File: src/design/cdq_pkg.sv
package cdq_pkg;

    // Store geometry and field widths
    localparam int DEPTH      = 16;
    localparam int DATA_WIDTH = 32;
    localparam int IDX_W      = $clog2(DEPTH);
    localparam int CNT_W      = $clog2(DEPTH + 1);

    localparam logic [CNT_W-1:0] CAP_RESET = CNT_W'(DEPTH);

    typedef enum logic [1:0] {
        REQ_PUSH_FRONT = 2'd0,
        REQ_PUSH_REAR  = 2'd1,
        REQ_POP_FRONT  = 2'd2,
        REQ_POP_REAR   = 2'd3
    } t_req_kind;

    typedef enum logic [1:0] {
        ST_DONE       = 2'd0,
        ST_FULL       = 2'd1,
        ST_EMPTY      = 2'd2,
        ST_UNUSED     = 2'd3
    } t_status;

    typedef struct packed {
        t_req_kind                     req_type;
        logic signed [DATA_WIDTH-1:0]  push_value;
    } t_in_word;

    typedef struct packed {
        t_status                       status;
        logic signed [DATA_WIDTH-1:0]  front_value;
        logic signed [DATA_WIDTH-1:0]  rear_value;
        logic [CNT_W-1:0]              item_count;
        logic                          is_empty;
        logic                          is_full;
    } t_out_word;

    // Control bundle from the pointer logic to the slot store
    typedef struct packed {
        logic                   we;
        logic [IDX_W-1:0]       waddr;
        logic [DATA_WIDTH-1:0]  wdata;
        logic                   re;
        logic [IDX_W-1:0]       head_addr;
        logic [IDX_W-1:0]       tail_addr;
    } t_store_ctl;

endpackage

File: src/design/circular_deque.sv
// Double-ended queue in a circular register-file store of 16 slots, of which
// the capacity register selects how many are in use (0 acts as 1, anything
// above 16 as 16); writing the capacity empties the deque. Each request word
// is a push or pop at either end and gives one result word with a status,
// the front and rear values (all ones when empty), the count and the
// empty/full flags. One request is taken every clock cycle while o_stall
// is low: the pointer update, the slot write and both end reads happen
// in the cycle of acceptance, against a store with one write port and two
// registered read ports. A result passes through the result register and
// then the output register; these two let one further request in while a
// result is held by a stalled receiver.
module circular_deque (
    input  logic                         i_clk,
    input  logic                         i_rst_n,
    input  logic                         i_valid,
    output logic                         o_stall,
    input  cdq_pkg::t_in_word            i_data,
    output logic                         o_valid,
    input  logic                         i_stall,
    output cdq_pkg::t_out_word           o_data,
    input  logic                         i_cfg_we,
    input  logic [cdq_pkg::CNT_W-1:0]    i_cfg_data
);
    import cdq_pkg::*;

    logic [CNT_W-1:0]      r_cap;
    logic [IDX_W-1:0]      r_head;
    logic [IDX_W-1:0]      r_tail;
    logic [CNT_W-1:0]      r_count;

    logic                  r_res_valid;
    t_status               r_res_status;
    logic [CNT_W-1:0]      r_res_count;
    logic                  r_res_full;

    logic                  r_out_valid;
    t_out_word             r_out;

    logic [IDX_W-1:0]      n_head;
    logic [IDX_W-1:0]      n_tail;
    logic [CNT_W-1:0]      n_count;
    t_status               n_status;
    logic [CNT_W-1:0]      n_cap;

    logic                  in_acc;
    logic                  move;
    logic [IDX_W-1:0]      last;
    logic                  is_pop;
    t_store_ctl            store_ctl;
    logic [DATA_WIDTH-1:0] head_data;
    logic [DATA_WIDTH-1:0] tail_data;

    // Handshake
    assign move    = r_res_valid && (!r_out_valid || !i_stall);
    assign o_stall = r_res_valid && !move;
    assign in_acc  = i_valid && !o_stall;
    assign last    = IDX_W'(r_cap - CNT_W'(1));
    assign is_pop  = i_data.req_type[1];

    // Effective capacity on a configuration write
    always_comb begin
        if (i_cfg_data == '0) begin
            n_cap = CNT_W'(1);
        end else if (i_cfg_data > CNT_W'(DEPTH)) begin
            n_cap = CNT_W'(DEPTH);
        end else begin
            n_cap = i_cfg_data;
        end
    end

    // Pointer update and slot write for one request
    always_comb begin
        n_head          = r_head;
        n_tail          = r_tail;
        n_count         = r_count;
        n_status        = ST_DONE;
        store_ctl.we    = 1'b0;
        store_ctl.waddr = r_head;
        store_ctl.wdata = i_data.push_value;
        unique case (i_data.req_type)
            REQ_PUSH_FRONT, REQ_PUSH_REAR: begin
                if (r_count >= r_cap) begin
                    n_status = ST_FULL;
                end else if (r_count == '0) begin
                    n_head          = '0;
                    n_tail          = '0;
                    n_count         = CNT_W'(1);
                    store_ctl.we    = in_acc;
                    store_ctl.waddr = '0;
                end else if (i_data.req_type == REQ_PUSH_FRONT) begin
                    n_head          = (r_head == '0) ? last : r_head - IDX_W'(1);
                    n_count         = r_count + CNT_W'(1);
                    store_ctl.we    = in_acc;
                    store_ctl.waddr = n_head;
                end else begin
                    n_tail          = (r_tail >= last) ? '0 : r_tail + IDX_W'(1);
                    n_count         = r_count + CNT_W'(1);
                    store_ctl.we    = in_acc;
                    store_ctl.waddr = n_tail;
                end
            end
            REQ_POP_FRONT, REQ_POP_REAR: begin
                if (r_count == '0) begin
                    n_status = ST_EMPTY;
                end else if (i_data.req_type == REQ_POP_FRONT) begin
                    n_head  = (r_head >= last) ? '0 : r_head + IDX_W'(1);
                    n_count = r_count - CNT_W'(1);
                end else begin
                    n_tail  = (r_tail == '0) ? last : r_tail - IDX_W'(1);
                    n_count = r_count - CNT_W'(1);
                end
            end
            default: begin
                n_status = ST_DONE;
            end
        endcase
        store_ctl.re        = in_acc;
        store_ctl.head_addr = n_head;
        store_ctl.tail_addr = n_tail;
    end

    cdq_store u_store (
        .i_clk       (i_clk),
        .i_ctl       (store_ctl),
        .o_head_data (head_data),
        .o_tail_data (tail_data)
    );

    // Deque state; a capacity write empties it
    always_ff @(posedge i_clk) begin
        if (!i_rst_n) begin
            r_cap   <= CAP_RESET;
            r_head  <= '0;
            r_tail  <= '0;
            r_count <= '0;
        end else if (i_cfg_we) begin
            r_cap   <= n_cap;
            r_head  <= '0;
            r_tail  <= '0;
            r_count <= '0;
        end else if (in_acc) begin
            r_head  <= n_head;
            r_tail  <= n_tail;
            r_count <= n_count;
        end
    end

    // Result register, alongside the store read data
    always_ff @(posedge i_clk) begin
        if (!i_rst_n) begin
            r_res_valid <= 1'b0;
        end else if (in_acc) begin
            r_res_valid <= 1'b1;
        end else if (move) begin
            r_res_valid <= 1'b0;
        end
    end

    always_ff @(posedge i_clk) begin
        if (in_acc) begin
            r_res_status <= n_status;
            r_res_count  <= n_count;
            r_res_full   <= (n_count == r_cap);
        end
    end

    // Output register
    always_ff @(posedge i_clk) begin
        if (!i_rst_n) begin
            r_out_valid <= 1'b0;
        end else if (move) begin
            r_out_valid <= 1'b1;
        end else if (!i_stall) begin
            r_out_valid <= 1'b0;
        end
    end

    always_ff @(posedge i_clk) begin
        if (move) begin
            r_out.status      <= r_res_status;
            r_out.front_value <= (r_res_count == '0) ? '1 : head_data;
            r_out.rear_value  <= (r_res_count == '0) ? '1 : tail_data;
            r_out.item_count  <= r_res_count;
            r_out.is_empty    <= (r_res_count == '0);
            r_out.is_full     <= r_res_full;
        end
    end

    assign o_valid = r_out_valid;
    assign o_data  = r_out;

    // Checks
    a_count_in_cap: assert property (@(posedge i_clk) disable iff (!i_rst_n)
        r_count <= r_cap)
        else $error("stored count above capacity");

    a_pop_dec: assert property (@(posedge i_clk) disable iff (!i_rst_n)
        (in_acc && !i_cfg_we && is_pop && (n_status == ST_DONE))
        |=> (r_count == $past(r_count) - CNT_W'(1)))
        else $error("accepted pop did not lower the count");

    a_no_stall_free: assert property (@(posedge i_clk) disable iff (!i_rst_n)
        !r_res_valid |-> !o_stall)
        else $error("input stalled with an empty result register");

    a_res_moves: assert property (@(posedge i_clk) disable iff (!i_rst_n)
        (r_res_valid && !r_out_valid) |=> r_out_valid)
        else $error("result word not moved to a free output register");

endmodule

File: src/design/cdq_store.sv
module cdq_store (
    input  logic                             i_clk,
    input  cdq_pkg::t_store_ctl              i_ctl,
    output logic [cdq_pkg::DATA_WIDTH-1:0]   o_head_data,
    output logic [cdq_pkg::DATA_WIDTH-1:0]   o_tail_data
);
    import cdq_pkg::*;

    logic [DATA_WIDTH-1:0] r_mem [DEPTH];
    logic [DATA_WIDTH-1:0] r_head_data;
    logic [DATA_WIDTH-1:0] r_tail_data;

    // One write port
    always_ff @(posedge i_clk) begin
        if (i_ctl.we) begin
            r_mem[i_ctl.waddr] <= i_ctl.wdata;
        end
    end

    // Two registered read ports; a same-cycle write is forwarded
    always_ff @(posedge i_clk) begin
        if (i_ctl.re) begin
            if (i_ctl.we && (i_ctl.waddr == i_ctl.head_addr)) begin
                r_head_data <= i_ctl.wdata;
            end else begin
                r_head_data <= r_mem[i_ctl.head_addr];
            end
            if (i_ctl.we && (i_ctl.waddr == i_ctl.tail_addr)) begin
                r_tail_data <= i_ctl.wdata;
            end else begin
                r_tail_data <= r_mem[i_ctl.tail_addr];
            end
        end
    end

    assign o_head_data = r_head_data;
    assign o_tail_data = r_tail_data;

endmodule

File: config.mk
export PLATFORM = sky130hd
export DESIGN_NAME = circular_deque
export DESIGN_NICKNAME = d
export VERILOG_FILES = /design/src/design/cdq_pkg.sv /design/src/design/circular_deque.sv /design/src/design/cdq_store.sv
export SDC_FILE = /design/constraint.sdc
export NUM_CORES = 1
export LEC_CHECK = 0
export ABC_CLOCK_PERIOD_IN_PS = 6500
export BUFFER_PORTS_ARGS = -buffer_cell sky130_fd_sc_hd__buf_2
export CELL_PAD_IN_SITES_DETAIL_PLACEMENT = 2
export CELL_PAD_IN_SITES_GLOBAL_PLACEMENT = 2
export CORE_ASPECT_RATIO = 1.4
export CORE_MARGIN = 1
export CORE_UTILIZATION = 42
export CTS_BUF_LIST = sky130_fd_sc_hd__clkbuf_4 sky130_fd_sc_hd__clkbuf_8
export DETAILED_ROUTE_END_ITERATION = 8
export PLACE_DENSITY = 0.78
export RECOVER_POWER = 100
export SYNTH_ARGS = -nofsm -noshare
export SYNTH_HDL_FRONTEND = slang
export SYNTH_SLANG_ARGS = --single-unit
File: constraint.sdc
create_clock -name i_clk -period 6.5 [get_ports i_clk]
set_input_delay 0.65 -clock i_clk [delete_from_list [all_inputs] [get_ports i_clk]]
set_output_delay 0.65 -clock i_clk [all_outputs]
set_load 0.02 [all_outputs]
== Yosys cells after proc, flatten, opt, wreduce, memory -nomap -nowiden ==
Memories as Yosys holds them, arrays and structs flattened. A register that Yosys moved wholly into a read port is not among the register bits.
Index checks and enable logic that the tools add are counted.

* $add $sub $neg: 7
* $lt $le $gt $ge: 4
* Equal/unequal tests: 5
* Mux-type cells: 35
* Bitwise operators: 1
* Reductions and logical operators: 18

{| class="wikitable"
|+ Operators with widths
! kind !! count
|-
| 4-bit two-way mux || 16
|-
| 5-bit two-way mux || 7
|-
| 4-bit case mux with 2 select lines || 2
|-
| 5-bit logical NOT || 3
|-
| 4-bit by 1-bit subtractor with 4-bit output (second input constant) || 3
|-
| 5-bit case mux with 2 select lines || 1
|-
| 4-bit by 1-bit adder with 4-bit output (second input constant) || 2
|-
| 4-bit >= comparator || 2
|-
| 4-bit logical NOT || 2
|-
| 1-bit two-way mux || 7
|-
| 2-bit OR reduction || 3
|-
| 5-bit by 1-bit adder with 5-bit output (second input constant) || 1
|-
| 5-bit == test || 1
|-
| 5-bit >= comparator || 1
|-
| 5-bit greater-than comparator (second input constant) || 1
|-
| 5-bit by 1-bit subtractor with 5-bit output (second input constant) || 1
|-
| 2-bit == test (second input constant) || 2
|-
| 1-bit logical NOT || 4
|-
| 2-bit case mux with 2 select lines || 1
|-
| 1-bit logical AND || 3
|-
| 2-bit by 1-bit == test with 1-bit output (second input constant) || 1
|-
| 2-bit logical NOT || 1
|-
| 2-bit two-way mux || 1
|-
| 2-bit by 1-bit inequality test with 1-bit output (second input constant) || 1
|-
| 3 further kinds || 3
|}

* Bits in registers: 101
* Bits in writable memories: 512
* Input bits: 44
* Output and inout port bits: 75
* Logic and storage cells: 86
* Memories: 1

{| class="wikitable"
|+ Memory list
! name !! depth !! bits a word !! read ports !! clocked after memory_dff !! wr ports !! line !! text
|-
| u_store.r_mem || 16 || 32 || 2 || 2 || 1 || cdq_store.sv:9 || <nowiki>logic [DATA_WIDTH-1:0] r_mem [DEPTH];</nowiki>
|}

== Longest topological paths before layout ==
* Depth after elaboration: 11
* Gate-level depth with buffers: 18
* Gate-level depth less buffers: 14

== Hierarchy ==
Synthesis repeated with hierarchy kept, for this count alone.

* Cells, all modules: 1687
* Area, all modules: 30785.8 um^2

{| class="wikitable"
|+ By module, submodules not included
! module !! times used !! cells each !! area an instance (um^2) !! seq. area each (um^2)
|-
| cdq_store || 1 || 1220 || 25650.9 || 17296.6
|-
| circular_deque || 1 || 467 || 5134.9 || 2832.7
|}

== Worst setup path after synthesis ==
OpenSTA, ideal clock, no wires.

* Kind: input to register
* Start point: input port i_stall
* End point: register r_out, in the netlist o_data[0], enable pin
* Setup time: 0.615 ns
* Data arrival time: 5.963 ns
* Required time: 5.885 ns
* Path slack: -0.078 ns
* Stages: 1
* Buffers on the path: 0
* Cell sequence: a21boi_0

* Word-level cells in the longest chain between the ends: 3

{| class="wikitable"
|+ Ends and longest elaborated chain
! what !! line !! text
|-
| start: declaration || circular_deque.sv:19 || <nowiki>input logic i_stall,</nowiki>
|-
| 1-bit logical NOT || -- ||
|-
| 1-bit logical OR || circular_deque.sv:54 || <nowiki>assign move = r_res_valid && (!r_out_valid || !i_stall);</nowiki>
|-
| 1-bit logical AND || circular_deque.sv:54 ||
|-
| end: declaration || circular_deque.sv:37 || <nowiki>t_out_word r_out;</nowiki>
|}

No other way between the ends.
A chain may end at the register's enable or synchronous reset.

== Worst setup path after layout ==
* Start point: register r_cap[0]
* End point: register u_store.r_tail_data[17] (netlist: u_store.o_tail_data[17]), read port of u_store.r_mem (data pin)

* Word-level cells in the longest chain between the ends: 7
* Elaborated cells between the ends (all ways): 11
* Those cells by class: add/sub: 1; order compare: 2; mux: 8

{| class="wikitable"
|+ Ends and longest elaborated chain
! what !! line !! text
|-
| start: declaration || circular_deque.sv:26 || <nowiki>logic [CNT_W-1:0] r_cap;</nowiki>
|-
| start signal: assignment || circular_deque.sv:137 || <nowiki>r_cap <= n_cap;</nowiki>
|-
| 4-bit by 1-bit subtractor with 4-bit output || circular_deque.sv:57 || <nowiki>assign last = IDX_W'(r_cap - CNT_W'(1));</nowiki>
|-
| 4-bit >= comparator || circular_deque.sv:96 || <nowiki>n_tail = (r_tail >= last) ? '0 : r_tail + IDX_W'(1);</nowiki>
|-
| 4-bit two-way mux || circular_deque.sv:96 ||
|-
| 4-bit two-way mux || circular_deque.sv:90 || <nowiki>end else if (i_data.req_type == REQ_PUSH_FRONT) begin</nowiki>
|-
| 4-bit two-way mux || circular_deque.sv:84 || <nowiki>end else if (r_count == '0) begin</nowiki>
|-
| 4-bit two-way mux || circular_deque.sv:82 || <nowiki>if (r_count >= r_cap) begin</nowiki>
|-
| 4-bit case mux with 2 select lines (*) || circular_deque.sv:80 || <nowiki>unique case (i_data.req_type)</nowiki>
|-
| end: declaration || cdq_store.sv:11 || <nowiki>logic [DATA_WIDTH-1:0] r_tail_data;</nowiki>
|}

Every way passes the cells marked *; elsewhere a longest branch is shown, timed or not.

==> impl_metrics.json <==
{
  "ios": 119,
  "syn_to_final_growth_pct": 12.2,
  "ctsResizeCount": 0,
  "p_int_uw": 7360,
  "clockPowerShare_pct": 35.7,
  "cp_slowest_cell": "o311ai_4",
  "grt_pass1_wl_microns": 160000,
  "slew_headroom_pct": -215,
  "power.density_mw_per_mm2": 287,
  "ir_drop_mv": 0.162,
  "failed_checks": "max-capacitance violations, max-slew violations",
  "synth_nets": 2350,
  "cts_setup_buffers": 0,
  "hold_viol": 0,
  "drv_cap": 9,
  "cts_tree": "built",
  "core_area_sq_mm": 0.0744,
  "drtIter0Drc": 1648,
  "cpLargestDelayFamily": "buffers and inverters",
  "drt-pass1-iter-count": 6,
  "syn_inst": 2287,
  "rr_endpoint": "u_store.o_tail_data[17]",
  "crit_buf_inv": 4,
  "worstReg2RegStart": "r_cap[0]",
  "p_comb_share_pct": 14.5,
  "avgSynthCellArea_sq_um": 13.9,
  "grt_pass1_vias": 24295,
  "netlist_area_sq_mm": 0.0317,
  "critPathRequiredTime_ns": 7.01,
  "worst-path-stages": 15,
  "yosysTopAreaCell": "edfxtp_1",
  "dpl-instance-area_sq_mm": 0.0338,
  "critPathMaxStageDelay_ns": 0.83,
  "synth_top_area_share_pct": 62.2,
  "cp-endpoint": "u_store.o_tail_data[17]",
  "slew_viol_final": 322,
  "ctsHoldBuffers": 0,
  "clockBufferDepth": 3,
  "yosysUniqueCellTypes": 65,
  "synth-edff-count": 657,
  "arrival_ns": 6.27,
  "fp-row-count": 118,
  "reg2regPathDepth": 15,
  "wl_per_cell_microns": 31.3,
  "h-tree-depth": 3,
  "setup_viol": 0,
  "fp.dieH_microns": 327,
  "grt_usage_pct": 28.4,
  "rsz0062_at_grt": "false",
  "finalCriticalPeriod_ns": 5.76,
  "path_clk_slew_ns": 0.06,
  "cts_made_buffers": 108,
  "vias_per_cell": 6.30,
  "antenna_found_initial": 3,
  "hold_path.class": "in -> reg",
  "tightest_slew_ns": 4.73,
  "switching_share_pct": 27.8,
  "yosysSeqAreaShare_pct": 63.4,
  "ys.flop_type": "edfxtp_1",
  "finalCritPeriodShare_pct": 88.7,
  "place_congestion": 0.833,
  "critical_path_class": "reg -> reg",
  "synth.area.top_cells": "edfxtp_1 (62%), mux2i_1 (6.2%), mux2_2 (4.5%)",
  "vias": 21812,
  "final_common_cell": "edfxtp_1",
  "drc": 0,
  "p_leak_uw": 0.0120,
  "overflow": 0,
  "setup_ws_ns": 0.737,
  "final.setup_skew_ns": 0.0518,
  "crit_start": "r_cap[0]",
  "dp_slack_ns": 1.22,
  "dp_hpwl_microns": 65800,
  "drive_gt1_share_pct": 20.4,
  "async_flop_share_pct": 0,
  "r2r_slack_ns": 0.74,
  "path_max_fanout": 13,
  "cp-end-kind": "flop",
  "grt_max_degree": 91,
  "pwr-share-seq_pct": 49.8,
  "clock_sinks": 677,
  "clockRootBuffer": "clkbuf_8",
  "switchingPower_uw": 2840,
  "start_util_pct": 42.6,
  "fin_setup_tns_ns": 0,
  "fin_nets": 2478,
  "crit_chain": "inv_1, ha_1, xor2_1, inv_1, ha_1, a21oi_1, o21ai_0, maj3_1, o311ai_4, clkbuf_1, clkbuf_1, mux2_2, o211ai_1, nand4_1, mux2_2",
  "routed_wl_microns": 108000,
  "antenna_left": 0,
  "die_w_microns": 234,
  "final_cell_area_sq_mm": 0.0356,
  "startpoint_type": "flop",
  "max_freq_mhz": 174,
  "clkLatencyLatePin_ns": 0.78,
  "synth_warnings": 0,
  "dieArea_sq_mm": 0.0767,
  "port-buffer-count": 118,
  "layout_common_cells": "edfxtp_1 (657), nand2_1 (303), mux2i_1 (197)",
  "synth-seq-cells": 677,
  "status": "finished, violations left"
}
## kinds of logic (layout without fill, tap and decap cells)
family | Yosys count | in the layout | share of synthesized area, %
xor gates and xnor gates | 16 | 16 | 0.442
adders and majority gates | 21 | 21 | 0.816
AOI/OAI and AO/OA | 394 | 394 | 8.80
DFF | 677 | 677 | 63.4
and+or+nand+nor | 606 | 606 | 8.85
other | 0 | 3 | 0
buffers and inverters | 187 | 401 | 2.48
muxes | 386 | 386 | 15.2
## power groups by stage
stage / sequential, uW / combinational [uW] / clock [uW]
2_1_floorplan: 5160 / 897 / 0
3_3_place_gp: 5150 / 1410 / 0
3_5_place_dp: 5170 / 1490 / 0
4_1_cts: 5080 / 1510 / 3710
5_1_grt: 5090 / 1570 / 3870
6_report: 5080 / 1480 / 3640
## sequential cells by signal, summed over array words and instances (netlist names)
register / cells
u_store.o_tail_data: 32
r_res_valid: 1
r_tail: 4
u_store.r_mem: 512
r_head: 4
o_valid: 1
r_res_status: 2
r_res_full: 1
u_store.o_head_data: 32
o_data: 73
r_count: 5
r_cap: 5
r_res_count: 5
## cell usage after synthesis (55+ instances only)
cell,number
a21oi_1,55
clkbuf_1,101
nand2_1,303
o211ai_1,98
mux2_2,126
or2_2,65
mux2i_1,197
a31oi_1,69
mux4_2,63
edfxtp_1,657
nand3_1,75
## stage by stage
stage	power, uW	utilization (%)	std cells	hold WS [ns]
floorplan	6060	-	2287	0.400
global placement	6560	45.4	3265	0.402
detailed placement	6650	45.4	3265	0.407
CTS	10300	48.2	3461	0.0914
global route	10500	47.8	3463	0.122
finish	10200	47.8	3464	0.132
## worst min-delay path by stage
stage                               start          end  slack [ns]  depth (start not counted)
after global routing              i_valid  r_res_valid        0.12                          2
after detailed placement  r_res_status[1]   o_data[72]        0.41                          0
final                             i_valid  r_res_valid        0.13                          2
after floorplan                r_res_full    o_data[0]        0.40                          0
after global placement    r_res_status[1]   o_data[72]        0.40                          0
after CTS                         i_valid  r_res_valid        0.09                          2
## metal layers
layer / GRT usage, % / wire (microns) / vias up
met4: 14.1 / 4950 / 0
met2: 50.6 / 57100 / 820
met3: 3.54 / 5200 / 257
li1: - / - / 9223
met5: 0 / 0 / -
met1: 33.5 / 41100 / 11512
## cell type report
class,instances,area (sq um)
fill,7170,38800
sequential,677,20100
multi-input combinational,1423,11000
clock buffer,135,1690
tap,960,1200
timing repair buffer,184,1070
clock inverter,61,365
inverter,21,80.1
antenna,3,7.51
No activity file was read; power rests on OpenSTA's default activity.
